==> src/hdl/evgu_pkg.sv <==
// Shared types and constants for the Ethernet/VLAN/IP/GRE/UDP header parser.
package evgu_pkg;

    localparam int MAX_PACKET = 8192;
    localparam int OFF_W      = $clog2(MAX_PACKET + 1);

    localparam logic [15:0] ETYPE_VLAN  = 16'h8100;
    localparam logic [15:0] ETYPE_QINQ  = 16'h88A8;
    localparam logic [15:0] ETYPE_IPV4  = 16'h0800;
    localparam logic [15:0] ETYPE_IPV6  = 16'h86DD;
    localparam logic [15:0] TEB_PROTO   = 16'h6558;
    localparam logic [7:0]  PROTO_GRE   = 8'd47;
    localparam logic [7:0]  PROTO_UDP   = 8'd17;
    localparam logic [5:0]  IPV4_MIN_HDR = 6'd20;
    localparam logic [3:0]  TUNNEL_MAX  = 4'd15;

    typedef enum logic [2:0] {
        PH_ETH,
        PH_VLAN,
        PH_IPV4,
        PH_IPV6,
        PH_GRE,
        PH_UDP,
        PH_PAYLOAD,
        PH_DONE
    } phase_t;

    typedef enum logic [2:0] {
        V_UDP     = 3'd0,
        V_TRUNC   = 3'd1,
        V_NOTIP   = 3'd2,
        V_NOTUDP  = 3'd3,
        V_BADGRE  = 3'd4,
        V_BADIHL  = 3'd5
    } verdict_t;

    typedef struct packed {
        verdict_t    verdict;
        logic [15:0] udp_source_port;
        logic        inner_is_ipv6;
        logic [13:0] payload_offset;
        logic [13:0] payload_length;
        logic [3:0]  tunnel_count;
    } result_t;

endpackage

==> src/hdl/eth_vlan_ip_gre_udp_header_parser.sv <==
// Top level of the streaming Ethernet/VLAN/IPv4/IPv6/GRE/UDP header parser.
//
// Frames enter one byte per transfer on the s_ channel, with s_last_byte marking the final
// byte. The parser walks the Ethernet header, at most one 802.1Q or 802.1ad tag, an IPv4
// header (IHL*4 bytes, IHL below 5 rejected) or the 40-byte IPv6 fixed header, restarts at
// an inner Ethernet header behind GRE carrying transparent Ethernet bridging, and stops
// after the 8-byte UDP header. Exactly one result transfer leaves on the m_ channel per
// frame, formed from the last byte; other bytes give none. Bytes beyond MAX_PACKET (8192)
// are not parsed or counted, though a last byte among them still closes the frame.
// Throughput is one byte per cycle while no closing byte waits: a byte sits in the input
// register while the combinational state update runs, and a frame's result loads into the
// result register at the same edge at which its last byte leaves the input register, so
// m_valid rises once the last byte has passed the input register and the result register.
// Only the last byte of a frame waits on a full result register; ordinary bytes keep
// flowing while a result is held.
module eth_vlan_ip_gre_udp_header_parser (
    input  logic        aclk,
    input  logic        aresetn,
    input  logic        s_valid,
    output logic        s_ready,
    input  logic [7:0]  s_data_byte,
    input  logic        s_last_byte,
    output logic        m_valid,
    input  logic        m_ready,
    output logic [2:0]  m_verdict,
    output logic [15:0] m_udp_source_port,
    output logic        m_inner_is_ipv6,
    output logic [13:0] m_payload_offset,
    output logic [13:0] m_payload_length,
    output logic [3:0]  m_tunnel_count
);

    logic              in_valid_reg, in_valid_next;
    logic [7:0]        in_data_reg;
    logic              in_last_reg;
    logic              in_advance;
    logic              out_valid_reg, out_valid_next;
    evgu_pkg::result_t res_reg;
    evgu_pkg::result_t core_result;

    // Advance the input byte unless it closes a frame and the result register is still full
    assign in_advance = in_valid_reg && (!in_last_reg || !out_valid_reg || m_ready);
    assign s_ready    = !in_valid_reg || in_advance;

    always_comb begin
        in_valid_next = in_valid_reg;
        if (s_valid && s_ready) begin
            in_valid_next = 1'b1;
        end else if (in_advance) begin
            in_valid_next = 1'b0;
        end
    end

    always_comb begin
        out_valid_next = out_valid_reg;
        if (in_advance && in_last_reg) begin
            out_valid_next = 1'b1;
        end else if (m_ready) begin
            out_valid_next = 1'b0;
        end
    end

    evgu_parse_core u_core (
        .aclk      (aclk),
        .aresetn   (aresetn),
        .consume   (in_advance),
        .data_byte (in_data_reg),
        .last_byte (in_last_reg),
        .result    (core_result)
    );

    always_ff @(posedge aclk) begin
        if (!aresetn) begin
            in_valid_reg  <= 1'b0;
            out_valid_reg <= 1'b0;
        end else begin
            in_valid_reg  <= in_valid_next;
            out_valid_reg <= out_valid_next;
        end
    end

    // Payload registers: load on transfer, hold otherwise
    always_ff @(posedge aclk) begin
        if (s_valid && s_ready) begin
            in_data_reg <= s_data_byte;
            in_last_reg <= s_last_byte;
        end
        if (in_advance && in_last_reg) begin
            res_reg <= core_result;
        end
    end

    assign m_valid           = out_valid_reg;
    assign m_verdict         = res_reg.verdict;
    assign m_udp_source_port = res_reg.udp_source_port;
    assign m_inner_is_ipv6   = res_reg.inner_is_ipv6;
    assign m_payload_offset  = res_reg.payload_offset;
    assign m_payload_length  = res_reg.payload_length;
    assign m_tunnel_count    = res_reg.tunnel_count;

    a_hold_input: assert property (@(posedge aclk) disable iff (!aresetn)
        in_valid_reg && !in_advance |=> in_valid_reg && $stable(in_data_reg)
        && $stable(in_last_reg))
        else $error("input register overwritten before it advanced");

    a_result_source: assert property (@(posedge aclk) disable iff (!aresetn)
        $rose(out_valid_reg) |-> $past(in_valid_reg && in_last_reg))
        else $error("result raised without a closing byte");

    a_zero_fields: assert property (@(posedge aclk) disable iff (!aresetn)
        out_valid_reg && res_reg.verdict != evgu_pkg::V_UDP |->
        res_reg.udp_source_port == '0 && res_reg.payload_offset == '0
        && res_reg.payload_length == '0)
        else $error("UDP fields set on a non-UDP verdict");

    a_stall_last: assert property (@(posedge aclk) disable iff (!aresetn)
        out_valid_reg && !m_ready && in_valid_reg && in_last_reg |-> !s_ready)
        else $error("closing byte advanced into a full result register");

endmodule

==> src/hdl/evgu_parse_core.sv <==
// Per-frame parse state and the single-byte state update of the header walk.
module evgu_parse_core (
    input  logic                   aclk,
    input  logic                   aresetn,
    input  logic                   consume,
    input  logic [7:0]             data_byte,
    input  logic                   last_byte,
    output evgu_pkg::result_t      result
);

    evgu_pkg::phase_t             phase_reg, phase_upd, phase_next;
    logic [5:0]                   idx_reg, idx_upd, idx_next;
    logic [evgu_pkg::OFF_W-1:0]   fo_reg, fo_upd, fo_next;
    logic [15:0]                  acc_reg, acc_upd, acc_next;
    logic [5:0]                   ihb_reg, ihb_upd, ihb_next;
    logic [7:0]                   nproto_reg, nproto_upd, nproto_next;
    logic                         v6_reg, v6_upd, v6_next;
    logic [15:0]                  sport_reg, sport_upd, sport_next;
    evgu_pkg::verdict_t           pend_reg, pend_upd, pend_next;
    logic [3:0]                   tun_reg, tun_upd, tun_next;
    logic [evgu_pkg::OFF_W-1:0]   uend_reg, uend_upd, uend_next;
    logic [15:0]                  acc_shift;
    logic [6:0]                   idx_plus1;
    evgu_pkg::verdict_t           verdict;
    logic                         in_window;

    assign acc_shift = {acc_reg[7:0], data_byte};
    assign idx_plus1 = {1'b0, idx_reg} + 7'd1;
    assign in_window = fo_reg < evgu_pkg::OFF_W'(evgu_pkg::MAX_PACKET);

    // Byte update of the header walk
    always_comb begin
        phase_upd  = phase_reg;
        idx_upd    = idx_reg;
        fo_upd     = fo_reg;
        acc_upd    = acc_reg;
        ihb_upd    = ihb_reg;
        nproto_upd = nproto_reg;
        v6_upd     = v6_reg;
        sport_upd  = sport_reg;
        pend_upd   = pend_reg;
        tun_upd    = tun_reg;
        uend_upd   = uend_reg;
        if (in_window) begin
            fo_upd  = fo_reg + evgu_pkg::OFF_W'(1);
            acc_upd = acc_shift;
            idx_upd = idx_plus1[5:0];
            unique case (phase_reg)
                evgu_pkg::PH_ETH, evgu_pkg::PH_VLAN: begin
                    if ((phase_reg == evgu_pkg::PH_ETH && idx_reg == 6'd13) ||
                        (phase_reg == evgu_pkg::PH_VLAN && idx_reg == 6'd3)) begin
                        idx_upd = '0;
                        if (phase_reg == evgu_pkg::PH_ETH &&
                            (acc_shift == evgu_pkg::ETYPE_VLAN ||
                             acc_shift == evgu_pkg::ETYPE_QINQ)) begin
                            phase_upd = evgu_pkg::PH_VLAN;
                        end else if (acc_shift == evgu_pkg::ETYPE_IPV4) begin
                            v6_upd    = 1'b0;
                            phase_upd = evgu_pkg::PH_IPV4;
                        end else if (acc_shift == evgu_pkg::ETYPE_IPV6) begin
                            v6_upd    = 1'b1;
                            phase_upd = evgu_pkg::PH_IPV6;
                        end else begin
                            pend_upd  = evgu_pkg::V_NOTIP;
                            phase_upd = evgu_pkg::PH_DONE;
                        end
                    end
                end
                evgu_pkg::PH_IPV4, evgu_pkg::PH_IPV6: begin
                    if (phase_reg == evgu_pkg::PH_IPV4 && idx_reg == 6'd0) begin
                        ihb_upd = {data_byte[3:0], 2'b00};
                    end
                    if ((phase_reg == evgu_pkg::PH_IPV4 && idx_reg == 6'd9) ||
                        (phase_reg == evgu_pkg::PH_IPV6 && idx_reg == 6'd6)) begin
                        nproto_upd = data_byte;
                    end
                    if (phase_reg == evgu_pkg::PH_IPV4 && idx_reg == 6'd19 &&
                        ihb_reg < evgu_pkg::IPV4_MIN_HDR) begin
                        idx_upd   = '0;
                        pend_upd  = evgu_pkg::V_BADIHL;
                        phase_upd = evgu_pkg::PH_DONE;
                    end else if ((phase_reg == evgu_pkg::PH_IPV4 && idx_reg >= 6'd19 &&
                                  idx_plus1 >= {1'b0, ihb_reg}) ||
                                 (phase_reg == evgu_pkg::PH_IPV6 && idx_reg == 6'd39)) begin
                        idx_upd = '0;
                        if (nproto_reg == evgu_pkg::PROTO_GRE) begin
                            phase_upd = evgu_pkg::PH_GRE;
                        end else if (nproto_reg == evgu_pkg::PROTO_UDP) begin
                            phase_upd = evgu_pkg::PH_UDP;
                        end else begin
                            pend_upd  = evgu_pkg::V_NOTUDP;
                            phase_upd = evgu_pkg::PH_DONE;
                        end
                    end
                end
                evgu_pkg::PH_GRE: begin
                    if (idx_reg == 6'd3) begin
                        idx_upd = '0;
                        if (acc_shift == evgu_pkg::TEB_PROTO) begin
                            if (tun_reg != evgu_pkg::TUNNEL_MAX) begin
                                tun_upd = tun_reg + 4'd1;
                            end
                            phase_upd = evgu_pkg::PH_ETH;
                        end else begin
                            pend_upd  = evgu_pkg::V_BADGRE;
                            phase_upd = evgu_pkg::PH_DONE;
                        end
                    end
                end
                evgu_pkg::PH_UDP: begin
                    if (idx_reg == 6'd1) begin
                        sport_upd = acc_shift;
                    end
                    if (idx_reg == 6'd7) begin
                        idx_upd   = '0;
                        pend_upd  = evgu_pkg::V_UDP;
                        uend_upd  = fo_reg + evgu_pkg::OFF_W'(1);
                        phase_upd = evgu_pkg::PH_PAYLOAD;
                    end
                end
                default: begin
                    // payload and done: hold the index
                    idx_upd = idx_reg;
                end
            endcase
        end
    end

    always_comb begin
        case (phase_upd)
            evgu_pkg::PH_PAYLOAD: verdict = evgu_pkg::V_UDP;
            evgu_pkg::PH_DONE:    verdict = pend_upd;
            default:              verdict = evgu_pkg::V_TRUNC;
        endcase
        result.verdict         = verdict;
        result.inner_is_ipv6   = v6_upd;
        result.tunnel_count    = tun_upd;
        result.udp_source_port = '0;
        result.payload_offset  = '0;
        result.payload_length  = '0;
        if (verdict == evgu_pkg::V_UDP) begin
            result.udp_source_port = sport_upd;
            result.payload_offset  = 14'(uend_upd);
            result.payload_length  = 14'(fo_upd - uend_upd);
        end
    end

    // Apply the update on a consumed byte; restart on the last byte of a frame
    always_comb begin
        phase_next  = phase_reg;
        idx_next    = idx_reg;
        fo_next     = fo_reg;
        acc_next    = acc_reg;
        ihb_next    = ihb_reg;
        nproto_next = nproto_reg;
        v6_next     = v6_reg;
        sport_next  = sport_reg;
        pend_next   = pend_reg;
        tun_next    = tun_reg;
        uend_next   = uend_reg;
        if (consume) begin
            if (last_byte) begin
                phase_next  = evgu_pkg::PH_ETH;
                idx_next    = '0;
                fo_next     = '0;
                acc_next    = '0;
                ihb_next    = '0;
                nproto_next = '0;
                v6_next     = 1'b0;
                sport_next  = '0;
                pend_next   = evgu_pkg::V_TRUNC;
                tun_next    = '0;
                uend_next   = '0;
            end else begin
                phase_next  = phase_upd;
                idx_next    = idx_upd;
                fo_next     = fo_upd;
                acc_next    = acc_upd;
                ihb_next    = ihb_upd;
                nproto_next = nproto_upd;
                v6_next     = v6_upd;
                sport_next  = sport_upd;
                pend_next   = pend_upd;
                tun_next    = tun_upd;
                uend_next   = uend_upd;
            end
        end
    end

    always_ff @(posedge aclk) begin
        if (!aresetn) begin
            phase_reg  <= evgu_pkg::PH_ETH;
            idx_reg    <= '0;
            fo_reg     <= '0;
            acc_reg    <= '0;
            ihb_reg    <= '0;
            nproto_reg <= '0;
            v6_reg     <= 1'b0;
            sport_reg  <= '0;
            pend_reg   <= evgu_pkg::V_TRUNC;
            tun_reg    <= '0;
            uend_reg   <= '0;
        end else begin
            phase_reg  <= phase_next;
            idx_reg    <= idx_next;
            fo_reg     <= fo_next;
            acc_reg    <= acc_next;
            ihb_reg    <= ihb_next;
            nproto_reg <= nproto_next;
            v6_reg     <= v6_next;
            sport_reg  <= sport_next;
            pend_reg   <= pend_next;
            tun_reg    <= tun_next;
            uend_reg   <= uend_next;
        end
    end

    a_restart: assert property (@(posedge aclk) disable iff (!aresetn)
        consume && last_byte |=> phase_reg == evgu_pkg::PH_ETH && fo_reg == '0)
        else $error("parser did not restart after the last byte");

    a_offset_bound: assert property (@(posedge aclk) disable iff (!aresetn)
        fo_reg <= evgu_pkg::OFF_W'(evgu_pkg::MAX_PACKET))
        else $error("frame offset beyond the packet limit");

    a_idle_index: assert property (@(posedge aclk) disable iff (!aresetn)
        (phase_reg == evgu_pkg::PH_PAYLOAD || phase_reg == evgu_pkg::PH_DONE)
        |-> idx_reg == '0)
        else $error("header index moved after the walk ended");

endmodule
==> config.mk <==
export PLATFORM = sky130hd
export DESIGN_NAME = eth_vlan_ip_gre_udp_header_parser
export DESIGN_NICKNAME = d
export VERILOG_FILES = /design/src/hdl/evgu_pkg.sv /design/src/hdl/eth_vlan_ip_gre_udp_header_parser.sv /design/src/hdl/evgu_parse_core.sv
export SDC_FILE = /design/constraint.sdc
export NUM_CORES = 1
export LEC_CHECK = 0
export ABC_AREA = 0
export BUFFER_PORTS_ARGS = -buffer_cell sky130_fd_sc_hd__buf_2
export CAP_MARGIN = 10
export CORE_MARGIN = 1.5
export CORE_UTILIZATION = 52
export DETAILED_ROUTE_END_ITERATION = 10
export PLACE_DENSITY_LB_ADDON = 0.2
export REMOVE_ABC_BUFFERS = 1
export SLEW_MARGIN = 20
export SYNTH_ARGS = -nofsm -noshare
export SYNTH_HDL_FRONTEND = slang
export SYNTH_SLANG_ARGS = --single-unit
==> constraint.sdc <==
create_clock -name aclk -period 10.1 [get_ports aclk]
set_input_delay 1.01 -clock aclk [delete_from_list [all_inputs] [get_ports aclk]]
set_output_delay 1.01 -clock aclk [all_outputs]
set_load 0.01 [all_outputs]
-- Yosys cells after proc, flatten, opt, wreduce, memory -nomap -nowiden
Cells that the tools add are included.
W data, S select, Z words.
- muxes and demuxes: 74
- div/mod/pow operators: 0
- magnitude comparators: 4
- shifts and indexed selects: 0
- add/subtract/negate cells: 4
- bitwise logic cells: 0
- equality and inequality tests: 23
- multiply operators: 0
- reductions and logical operators: 40
- operators by type and width (operator ; number):
    $mux W14 ; 6
    $mux W3 ; 25
    $mux W6 ; 11
    $mux W16 ; 4
    $eq A16 B16 Y1 const B ; 3
    $mux W8 ; 6
    $mux W4 ; 6
    $pmux W3 S4 ; 2
    $pmux W6 S4 ; 1
    $eq A16 B12 Y1 const B ; 1
    $eq A16 B15 Y1 const B ; 1
    $add A14 B1 Y14 const B ; 1
    $logic_and A1 B1 Y1 ; 14
    $lt A14 B14 Y1 const B ; 1
    $sub A14 B14 Y14 ; 1
    $eq A3 B3 Y1 const B ; 4
    $eq A6 B3 Y1 const B ; 2
    $eq A6 B4 Y1 const B ; 2
    $reduce_bool A2 Y1 ; 6
    $mux W1 ; 11
    $eq A8 B5 Y1 const B ; 1
    $eq A8 B6 Y1 const B ; 1
    $reduce_and A4 Y1 ; 2
    $add A6 B1 Y7 const B ; 1
    other kinds (21) ; 32
- latch bits: 0
- word-level logic and storage cells: 166
- memories kept: 0
- ROM bits: 0
- memory bits (writable): 0
- output and inout port bits: 54
- register bits: 146
- input port bits: 13

-- Logic depth before layout (Yosys ltp)
Gate-level depths: netlist (run 1).
- depth after elaboration: 11
- mapped depth: 17
- mapped depth without buffers: 15

-- By module
Synthesis (run 1) repeated with hierarchy kept, for this count alone.
- cell total of the unflattened synthesis: 828
- area total of the unflattened synthesis: 7823.8 um^2
- modules (own cells, without submodules) (module ; seq. area each (um^2) ; instances ; area an instance (um^2) ; cells each):
    evgu_parse_core ; 1621.6 ; 1 ; 5874.4 ; 755
    eth_vlan_ip_gre_udp_header_parser ; 1871.8 ; 1 ; 1949.4 ; 73

-- Worst setup path before layout (run 1)
OpenSTA, ideal clock, no wires.
- path type: register -> register
- from: register u_core.idx_reg[0]
- to: register res_reg (netlist bit m_payload_length[13]) (data pin)
- arrival time: 3.594 ns
- stages on the path, launching flop included: 18
- data required time: 9.846 ns
- setup slack: 6.252 ns
- period minus slack after synthesis: 3.848 ns
- library setup time: 0.254 ns
- buffers on the path: 3
- path through: dfxtp_1 -> ha_1 -> buf_2 -> nand4b_1 -> or3_1 -> clkbuf_1 -> clkbuf_1 -> nor2_1 -> a21oi_1 -> ha_1 -> o21a_1 -> o31a_1 -> o41ai_1 -> o2111ai_1 -> a31o_2 -> a21oi_1 -> xnor2_1 -> nor2_1
- cells in the longest elaborated chain, start to end: 11
- elaborated cells between the ends (all ways): 39
- classes of those cells: add/sub: 2; order compare: 2; eq/ne: 7; mux: 18; reduce/logical: 10
- ends and longest elaborated chain (element ; RTL line ; source):
    from (decl) ; evgu_parse_core.sv:12 ; logic [5:0] idx_reg, idx_upd, idx_next;
    from (signal assigned) ; evgu_parse_core.sv:205 ; idx_reg <= idx_next;
    $add A6 B1 Y7 / $ge A6 B5 Y1 (equally long branches) ; evgu_parse_core.sv:28, evgu_parse_core.sv:82 ;
    $ge A7 B6 Y1 / $logic_and A1 B1 Y1 (equally long branches) ; evgu_parse_core.sv:83, evgu_parse_core.sv:82 ;
    $logic_and A1 B1 Y1 ; evgu_parse_core.sv:82 ; end else if ((phase_reg == evgu_pkg::PH_IPV4 && idx_reg >= 6'd19 &&
    $logic_or A1 B1 Y1 ; evgu_parse_core.sv:83 ; idx_plus1 >= {1'b0, ihb_reg}) ||
    $mux W3 ; evgu_parse_core.sv:82 ;
    $mux W3 ; evgu_parse_core.sv:77 ; if (phase_reg == evgu_pkg::PH_IPV4 && idx_reg == 6'd19 &&
    $pmux W3 S4 ; evgu_parse_core.sv:48 ; unique case (phase_reg)
    $mux W3 ; evgu_parse_core.sv:44 ; if (in_window) begin
    $eq A3 B3 Y1 ; evgu_parse_core.sv:130 ; case (phase_upd)
    $pmux W3 S2 ; evgu_parse_core.sv:130 ;
    $logic_not A3 Y1 ; evgu_parse_core.sv:141 ; if (verdict == evgu_pkg::V_UDP) begin
    to (signal assigned) ; eth_vlan_ip_gre_udp_header_parser.sv:89 ; res_reg <= core_result;
    to (decl) ; eth_vlan_ip_gre_udp_header_parser.sv:38 ; evgu_pkg::result_t res_reg;
Several ways; a longest one is shown, not always the timed one.
A chain may end at the register's enable or synchronous reset.

-- Worst setup path after layout (run 1)
- from: register u_core.fo_reg[13] in the netlist's numbering
- to: register res_reg (netlist bit m_payload_length[13]) (data pin)
- cells in the longest elaborated chain, start to end: 5
- elaborated cells between the ends (all ways): 13
- classes of those cells: add/sub: 2; order compare: 1; eq/ne: 2; mux: 7; reduce/logical: 1
- ends and longest elaborated chain (element ; RTL line ; source):
    from (decl) ; evgu_parse_core.sv:13 ; logic [evgu_pkg::OFF_W-1:0] fo_reg, fo_upd, fo_next;
    from (signal assigned) ; evgu_parse_core.sv:206 ; fo_reg <= fo_next;
    $add A14 B1 Y14 / $lt A14 B14 Y1 (equally long branches) ; evgu_parse_core.sv:45, evgu_parse_core.sv:117, evgu_parse_core.sv:29 ;
    $mux W14 / $mux W3 (equally long branches) ; evgu_parse_core.sv:114, evgu_parse_core.sv:44 ;
    $mux W14 / $eq A3 B3 Y1 (equally long branches) ; evgu_parse_core.sv:48, evgu_parse_core.sv:130 ;
    $mux W14 / $pmux W3 S2 (equally long branches) ; evgu_parse_core.sv:44, evgu_parse_core.sv:130 ;
    $sub A14 B14 Y14 / $logic_not A3 Y1 (equally long branches) ; evgu_parse_core.sv:144, evgu_parse_core.sv:141 ;
Several ways; a longest one is shown, not always the timed one.

==> results of run 1 <==
-- layer usage --
metal / global-route usage [%] / up-vias / wire length [um]
met3: 5.54 / 32 / 727
met5: 0 / - / 0
met2: 43.4 / 162 / 9350
met1: 30.9 / 2980 / 8090
met4: 7.95 / 0 / 316
li1: - / 2977 / -
-- Yosys cell counts, types with 4 or more instances --
library cell | number | area, um2
nor2_1 | 89 | 334
dfxtp_1 | 83 | 1660
nor2b_1 | 73 | 457
edfxtp_1 | 61 | 1830
nand2_1 | 46 | 173
a22oi_1 | 41 | 308
o21ai_0 | 33 | 165
clkbuf_1 | 32 | 120
a21oi_1 | 31 | 155
mux2i_1 | 29 | 290
ha_1 | 25 | 313
nor3_1 | 25 | 125
nand3_1 | 22 | 110
xnor2_1 | 20 | 175
and2_1 | 19 | 119
inv_1 | 19 | 71.3
xor2_1 | 18 | 158
nor3b_1 | 12 | 90.1
a31oi_1 | 8 | 50.1
nand2b_1 | 8 | 50.1
nor4_1 | 7 | 43.8
or3_1 | 6 | 37.5
a21boi_0 | 5 | 37.5
and3_1 | 5 | 31.3
o21a_1 | 5 | 37.5
and4_1 | 4 | 35.0
buf_2 | 4 | 20.0
o22ai_1 | 4 | 25.0
-- power by group through the flow --
stage	clock network [mW]	registers, mW	logic [mW]
3_3_place_gp	0	0.634	0.0506
5_1_grt	0.648	0.623	0.0569
4_1_cts	0.624	0.622	0.0523
6_report	0.616	0.622	0.0517
2_1_floorplan	0	0.635	0.0258
3_5_place_dp	0	0.634	0.0519
-- kinds of logic after synthesis --
family                     count (synthesis)  synth area share [%]
buffers and inverters                     64                  3.65
and+or+nand+nor                          337                  23.7
AOI/OAI and AO/OA                        161                  14.1
muxes                                     31                  4.10
DFF                                      144                  45.7
adders and majority gates                 26                  4.36
xor gates and xnor gates                  38                  4.36
-- cell type report --
type | count | share of cell area, %
multi-input combinational | 593 | 44.7
sequential | 144 | 40.4
clock buffer | 17 | 4.91
timing repair buffer | 75 | 4.83
tap | 184 | 2.66
clock inverter | 15 | 1.66
inverter | 20 | 0.867
-- worst max-delay path, stage by stage (launching register included) --
cell	delay [ps]
dfxtp_1	830
clkinv_1	470
nand2_1	220
or3_1	780
mux2i_1	430
ha_1	290
nor2b_1	140
o31a_1	280
o41ai_1	640
o2111ai_1	300
a31o_2	300
a21oi_1	170
xnor2_1	130
nor2_1	50
-- worst paths after layout --
kind                          end  slack [ps]          startpoint
max reg2reg  m_payload_length[13]        4810   u_core.fo_reg[13]
max          m_payload_length[13]        4810   u_core.fo_reg[13]
min reg2reg    u_core.pend_reg[1]         480  u_core.pend_reg[1]
min            u_core.pend_reg[1]         480  u_core.pend_reg[1]
-- per-stage QoR --
| stage | worst slack [ps] | instance area (um2) |
|---|---|---|
| 6_report | 4810 | 8660 |
| 5_1_grt | 4620 | 8660 |
| 4_1_cts | 4870 | 8630 |
| 3_5_place_dp | 4890 | 8060 |
| 3_3_place_gp | 5100 | 8060 |
| 2_1_floorplan | 6080 | 7430 |
==> results.sh, run 1 <==
export IMPL_power_total_mw=1.29
export IMPL_max_clock_freq_ghz=0.189
export IMPL_hold_depth=2
export IMPL_dieArea_um2=15400
export IMPL_path_max_fanout=26
export IMPL_avgSynthCellArea_um2=9.53
export IMPL_comb_power_share_pct=4.0
export IMPL_fin_setup_tns_ps=0
export IMPL_yosysSeqAreaShare_pct=45.7
export IMPL_rsz0062_at_grt="no"
export IMPL_cp_data_arrival_time_ps=5470
export IMPL_fp_dieW_um=124
export IMPL_hold_violations=0
export IMPL_initial_core_util_pct=52.9
export IMPL_nFillCells=1237
export IMPL_drive_gt1_share_pct=14.1
export IMPL_numCtsBuffers=17
export IMPL_fin_cells=1048
export IMPL_synth_distinct_cells=70
export IMPL_leakage_nw=3.10
export IMPL_grt_pass1_vias=5995
export IMPL_diodes=0
export IMPL_fin_crit_ps=5290
export IMPL_cts_num_sinks=144
export IMPL_regArea_um2=3490
export IMPL_grt_pass1_wl_um=29700
export IMPL_via_count=6151
export IMPL_syn_to_final_growth_pct=13.4
export IMPL_synth_async_sr_flop_share_pct=0
export IMPL_holdWs_ps=485
export IMPL_gp_congestion=0.950
export IMPL_ys_flop_type="dfxtp_1"
export IMPL_synth_seq_cells=144
export IMPL_timing_final_crit_share_pct=52.4
export IMPL_fin_worst_skew_ps=8.04
export IMPL_worst_pin_slew_ps=983
export IMPL_p_per_area_nw_per_um2=149
export IMPL_root_buffer="clkbuf_16"
export IMPL_antenna_found_initial=0
export IMPL_track_usage_pct=25.0
export IMPL_cts_tree="done"
export IMPL_cp_start_kind="register"
export IMPL_peakVddDrop_mv=0.122
export IMPL_grt_max_degree=88
export IMPL_clk_path_buf_depth=2
export IMPL_clkTransAtPathRegs_ps=60
export IMPL_wl_per_cell_um=17.6
export IMPL_hp_class="register to register"
export IMPL_hpwl_um=12600
export IMPL_drc=0
export IMPL_slew_headroom_pct=34.4
export IMPL_ff2ff_path_depth=13
export IMPL_die_h_um=124
export IMPL_multi_input_area_um2=3870
export IMPL_holdBufCountCts=0
export IMPL_cts_setup_buffers=0
export IMPL_firstDrtPassIters=5
export IMPL_cp_required_ps=10280
export IMPL_synth_edff_count=61
export IMPL_core_um2=14400
export IMPL_setup_viol=0
export IMPL_rows=44
export IMPL_yosys_warnings=0
export IMPL_swShare_pct=24.1
export IMPL_gr_total_overflow=0
export IMPL_antenna_left=0
export IMPL_via_per_inst=5.87
export IMPL_synthCells=801
export IMPL_drv_cap=0
export IMPL_p_switching_mw=0.310
export IMPL_drt_initial_drc_count=511
export IMPL_final_cell_mix="nor2_1, dfxtp_1, nor2b_1"
export IMPL_postCtsResizedCells=0
export IMPL_htree_levels=4
export IMPL_status="finished, final reports clean"
export IMPL_netlist_area_um2=7640
export IMPL_seqPwrFrac_pct=48.2
export IMPL_placed_cells=1015
export IMPL_routed_wl_um=18500
export IMPL_nets=890
export IMPL_drv_slew=0
export IMPL_clk_latency_ps=430
export IMPL_internal_power_mw=0.979
export IMPL_port_buffers=66
export IMPL_worstSetupPathType="register to register"
export IMPL_clkPwrFrac_pct=47.8
export IMPL_boundaryPins=67
export IMPL_fin_util_pct=60.0
export IMPL_final_common_cell="nor2_1"
export IMPL_crit_path_end_kind="register"
(Power assumes the default switching activity.)
==> run 2: changes to the inputs <==
- clock period: 10.1 -> 4.65 ns (I/O delays scaled with it)
==> results.sh, run 2 (synthesis results as in run 1) <==
export IMPL_antenna_left=0
export IMPL_numCtsBuffers=17
export IMPL_clkPwrFrac_pct=48.6
export IMPL_cts_setup_buffers=0
export IMPL_top_layer_used="met4"
export IMPL_antenna_found_initial=0
export IMPL_peakVddDrop_mv=0.250
export IMPL_port_buffers=66
export IMPL_hpwl_um=13000
export IMPL_cp_required_ps=4810
export IMPL_slowest_stage="or3_1"
export IMPL_firstDrtPassIters=8
export IMPL_max_stage_delay_ps=540
export IMPL_clk_path_buf_depth=2
export IMPL_internal_power_mw=2.22
export IMPL_p_per_area_nw_per_um2=325
export IMPL_cp_start_kind="register"
export IMPL_crit_family="compound AO/OA/AOI/OAI gates"
export IMPL_final_cell_mix="nor2_1, dfxtp_1, nor2b_1"
export IMPL_cp_data_arrival_time_ps=4450
export IMPL_nFillCells=1207
export IMPL_clk_latency_ps=420
export IMPL_track_usage_pct=25.1
export IMPL_initial_core_util_pct=52.9
export IMPL_path_cells="ha_1 -> nand4b_1 -> or3_1 -> buf_4 -> nor2_1 -> a21oi_1 -> ha_1 -> o21a_1 -> o31a_1 -> o41ai_2 -> o2111ai_1 -> a31o_2 -> a21oi_1 -> xnor2_1 -> nor2_1"
export IMPL_rsz0062_at_grt="no"
export IMPL_setup_ws_ps=359
export IMPL_path_max_fanout=22
export IMPL_setup_viol=0
export IMPL_via_count=6220
export IMPL_regArea_um2=3490
export IMPL_die_h_um=124
export IMPL_multi_input_area_um2=3880
export IMPL_rows=44
export IMPL_max_clock_freq_ghz=0.233
export IMPL_holdBufCountCts=0
export IMPL_crit_path_end_kind="register"
export IMPL_boundaryPins=67
export IMPL_routed_wl_um=18400
export IMPL_nets=900
export IMPL_grt_pass1_vias=6087
export IMPL_final_common_cell="nor2_1"
export IMPL_leakage_nw=3.17
export IMPL_slew_headroom_pct=39.5
export IMPL_wl_met1_um=8010
export IMPL_htree_levels=4
export IMPL_dieArea_um2=15400
export IMPL_swShare_pct=22.0
export IMPL_worst_pin_slew_ps=905
export IMPL_route_met2_wl_um=9010
export IMPL_status="finished, final reports clean"
export IMPL_fin_util_pct=60.7
export IMPL_fp_dieW_um=124
export IMPL_fin_crit_ps=4290
export IMPL_gr_total_overflow=0
export IMPL_diodes=0
export IMPL_drv_slew=0
export IMPL_grt_max_degree=51
export IMPL_cts_num_sinks=144
export IMPL_via_per_inst=5.88
export IMPL_clkTransAtPathRegs_ps=60
export IMPL_root_buffer="clkbuf_16"
export IMPL_power_total_mw=2.84
export IMPL_hold_violations=0
export IMPL_p_switching_mw=0.625
export IMPL_hp_class="primary input to register"
export IMPL_wl_per_cell_um=17.4
export IMPL_timing_final_crit_share_pct=92.3
export IMPL_fin_setup_tns_ps=0
export IMPL_cts_tree="done"
export IMPL_drc=0
export IMPL_syn_to_final_growth_pct=14.5
export IMPL_worst_path_buf_inv=1
export IMPL_core_um2=14400
export IMPL_gp_congestion=0.964
export IMPL_drive_gt1_share_pct=14.9
export IMPL_grt_pass1_wl_um=29700
export IMPL_seqPwrFrac_pct=47.5
export IMPL_dp_worst_setup_slack_ps=178
export IMPL_route_met3_wl_um=1050
export IMPL_drt_initial_drc_count=516
export IMPL_drv_cap=0
export IMPL_comb_power_share_pct=3.9
export IMPL_fin_worst_skew_ps=8.98
export IMPL_worstSetupPathType="register to register"
[run 2: changes by cell type in the layout (fill, tap and decap cells not counted), sizes merged]
cell / delta
clkinvlp: +1
clkbuf: +2
buf: +10
bufinv: +2
inv: -8
clkinv: +3
[run 2: repair_timing]
item,CTS,global route
hold endpoints to repair,0,0
resized for setup,0,1
setup endpoints to repair,0,1
[run 2: routing by layer]
| layer | GRT usage (%) | vias up |
|---|---|---|
| li1 | - | 2994 |
| met1 | 31.6 | 2965 |
| met2 | 41.6 | 226 |
| met3 | 6.04 | 35 |
| met4 | 9.73 | 0 |
| met5 | 0 | - |
[run 2: path summary, 6_finish.rpt]
check                           from                   end  slack, ps  depth (start not counted)
setup / recovery   u_core.idx_reg[1]  m_payload_length[13]        360                         15
setup reg to reg   u_core.idx_reg[1]  m_payload_length[13]        360                         15
hold / removal        s_data_byte[1]        in_data_reg[1]        220                          1
hold reg to reg   u_core.pend_reg[1]    u_core.pend_reg[1]        470                          2
[run 2: power by group through the flow]
stage | Clock [mW] | Sequential (mW) | Combinational [mW]
floorplan | 0 | 1.38 | 0.0561
global placement | 0 | 1.38 | 0.108
detailed placement | 0 | 1.38 | 0.111
CTS | 1.40 | 1.35 | 0.112
global route | 1.46 | 1.35 | 0.123
finish | 1.38 | 1.35 | 0.112
[run 2: through the flow]
step,std cells,area (um2),hold WS (ps)
2_1_floorplan,757,7430,444
3_3_place_gp,1026,8140,460
3_5_place_dp,1026,8140,460
4_1_cts,1058,8730,204
5_1_grt,1058,8750,194
6_report,1058,8750,216
[run 2: cell type report]
class,instances,share of cell area [%]
clock inverters,13,1.86
repair buffers,85,5.41
inverters,20,0.858
well taps,184,2.63
flip-flops and latches,144,39.9
multi-input cells,593,44.4
clock buffers,19,4.95
==> run 3: changes to the inputs <==
--- a/config.mk
+++ b/config.mk
@@ -12,2 +12,3 @@
 export CORE_UTILIZATION = 52
+export CTS_BUF_LIST = sky130_fd_sc_hd__clkbuf_4
 export DETAILED_ROUTE_END_ITERATION = 10
==> constraint.sdc (replaced) <==
create_clock -name aclk -period 4.65 [get_ports aclk]
set_input_delay 0.2325 -clock aclk [delete_from_list [all_inputs] [get_ports aclk]]
set_output_delay 0.2325 -clock aclk [all_outputs]
set_load 0.01 [all_outputs]
==> results.sh, run 3 (synthesis results as in run 1) <==
export IMPL_max_stage_delay_ps=540
export IMPL_regArea_um2=3490
export IMPL_hold_violations=0
export IMPL_peakVddDrop_mv=0.306
export IMPL_via_count=6241
export IMPL_clk_latency_ps=550
export IMPL_antenna_found_initial=0
export IMPL_fin_worst_skew_ps=19.1
export IMPL_worst_path_buf_inv=1
export IMPL_htree_levels=4
export IMPL_core_um2=14400
export IMPL_drc=0
export IMPL_grt_max_degree=51
export IMPL_gr_total_overflow=0
export IMPL_crit_path_end_kind="register"
export IMPL_max_clock_freq_ghz=0.231
export IMPL_grt_pass1_vias=6145
export IMPL_timing_final_crit_share_pct=93.1
export IMPL_cts_tree="done"
export IMPL_cp_start_kind="register"
export IMPL_crit_family="compound AO/OA/AOI/OAI gates"
export IMPL_drv_cap=0
export IMPL_final_common_cell="nor2_1"
export IMPL_drv_slew=0
export IMPL_cp_data_arrival_time_ps=4630
export IMPL_hpwl_um=13000
export IMPL_fin_setup_tns_ps=0
export IMPL_routed_wl_um=18500
export IMPL_cts_num_sinks=144
export IMPL_rsz0062_at_grt="no"
export IMPL_final_cell_mix="nor2_1, dfxtp_1, nor2b_1"
export IMPL_clkTransAtPathRegs_ps=130
export IMPL_port_buffers=66
export IMPL_root_buffer="clkbuf_4"
export IMPL_syn_to_final_growth_pct=12.1
export IMPL_slowest_stage="or3_1"
export IMPL_initial_core_util_pct=52.9
export IMPL_power_total_mw=2.32
export IMPL_diodes=0
export IMPL_grt_pass1_wl_um=30000
export IMPL_worst_pin_slew_ps=876
export IMPL_die_h_um=124
export IMPL_nFillCells=1236
export IMPL_hp_class="primary input to register"
export IMPL_setup_viol=0
export IMPL_dieArea_um2=15400
export IMPL_clk_path_buf_depth=2
export IMPL_drt_initial_drc_count=494
export IMPL_fin_crit_ps=4330
export IMPL_leakage_nw=3.09
export IMPL_boundaryPins=67
export IMPL_gp_congestion=0.964
export IMPL_multi_input_area_um2=3880
export IMPL_via_per_inst=5.84
export IMPL_worstSetupPathType="register to register"
export IMPL_slew_headroom_pct=41.4
export IMPL_fin_util_pct=59.3
export IMPL_wl_per_cell_um=17.3
export IMPL_fp_dieW_um=124
export IMPL_status="finished, final reports clean"
export IMPL_path_cells="ha_1 -> nand4b_1 -> or3_1 -> buf_4 -> nor2_1 -> a21oi_1 -> ha_1 -> o21a_1 -> o31a_1 -> o41ai_2 -> o2111ai_1 -> a31o_2 -> a21oi_1 -> xnor2_1 -> nor2_1"
export IMPL_p_per_area_nw_per_um2=271
export IMPL_path_max_fanout=22
export IMPL_track_usage_pct=25.3
export IMPL_firstDrtPassIters=5
export IMPL_numCtsBuffers=17
export IMPL_cp_required_ps=4950
export IMPL_antenna_left=0
export IMPL_nets=910
export IMPL_cts_setup_buffers=0
export IMPL_drive_gt1_share_pct=14.9
export IMPL_rows=44
run 3: cell types whose count changed in the layout (fill, tap and decap cells not counted), sizes merged:
cell and change:
dlygate4sd3 +10
run 3: layout make-up:
type                       instances  area share, %
inverter                          20          0.877
sequential                       144           40.8
timing repair buffer              95           6.70
multi-input combinational        593           45.4
clock buffer                      19           1.67
tap                              184           2.69
clock inverter                    13           1.90
run 3: worst paths after layout:
kind | startpoint | to | slack, ps | cells after the start
max | u_core.idx_reg[1] | m_payload_length[13] | 320 | 15
min | m_ready | m_valid | 60 | 3
max reg2reg | u_core.idx_reg[1] | m_payload_length[13] | 320 | 15
min reg2reg | u_core.pend_reg[1] | u_core.pend_reg[1] | 480 | 2
run 3: per-stage QoR:
stage	cell area (um2)	hold WS, ps	setup WS [ps]	instances
2_1_floorplan	7430	294	627	757
3_3_place_gp	8140	409	289	1026
3_5_place_dp	8140	411	178	1026
4_1_cts	8540	16.5	135	1068
5_1_grt	8560	16.2	49.7	1068
6_report	8560	56.1	321	1068
run 3: power by group:
group	total, mW	switching, mW	internal [mW]	leakage (nW)
Sequential	1.35	0.0176	1.33	1.26
Combinational	0.119	0.0716	0.0471	1.66
Clock	0.852	0.466	0.385	0.161
run 3: worst register-to-register path: stages, from the launching register on:
cell	delay, ps
dfxtp_1	450
ha_1	370
nand4b_1	230
or3_1	540
buf_4	270
nor2_1	140
a21oi_1	90
ha_1	370
o21a_1	200
o31a_1	150
o41ai_2	380
o2111ai_1	260
a31o_2	280
a21oi_1	170
xnor2_1	140
nor2_1	50
run 3: repair_timing:
item                                   4_1_cts  5_1_grt
endpoints found under the hold margin       10        0
hold buffers                                10        0
setup endpoints to repair                    0        1
resized for setup                            0        1
run 3: per-layer routing:
layer  share of wire, %  global-route usage [%]  vias to the layer above
met1                 44                    31.9                     2989
met2                 49                    42.2                      198
met3                4.4                    5.54                       35
met4                2.3                    9.94                        0
met5                  0                       0                        -
li1                   -                       -                     3019
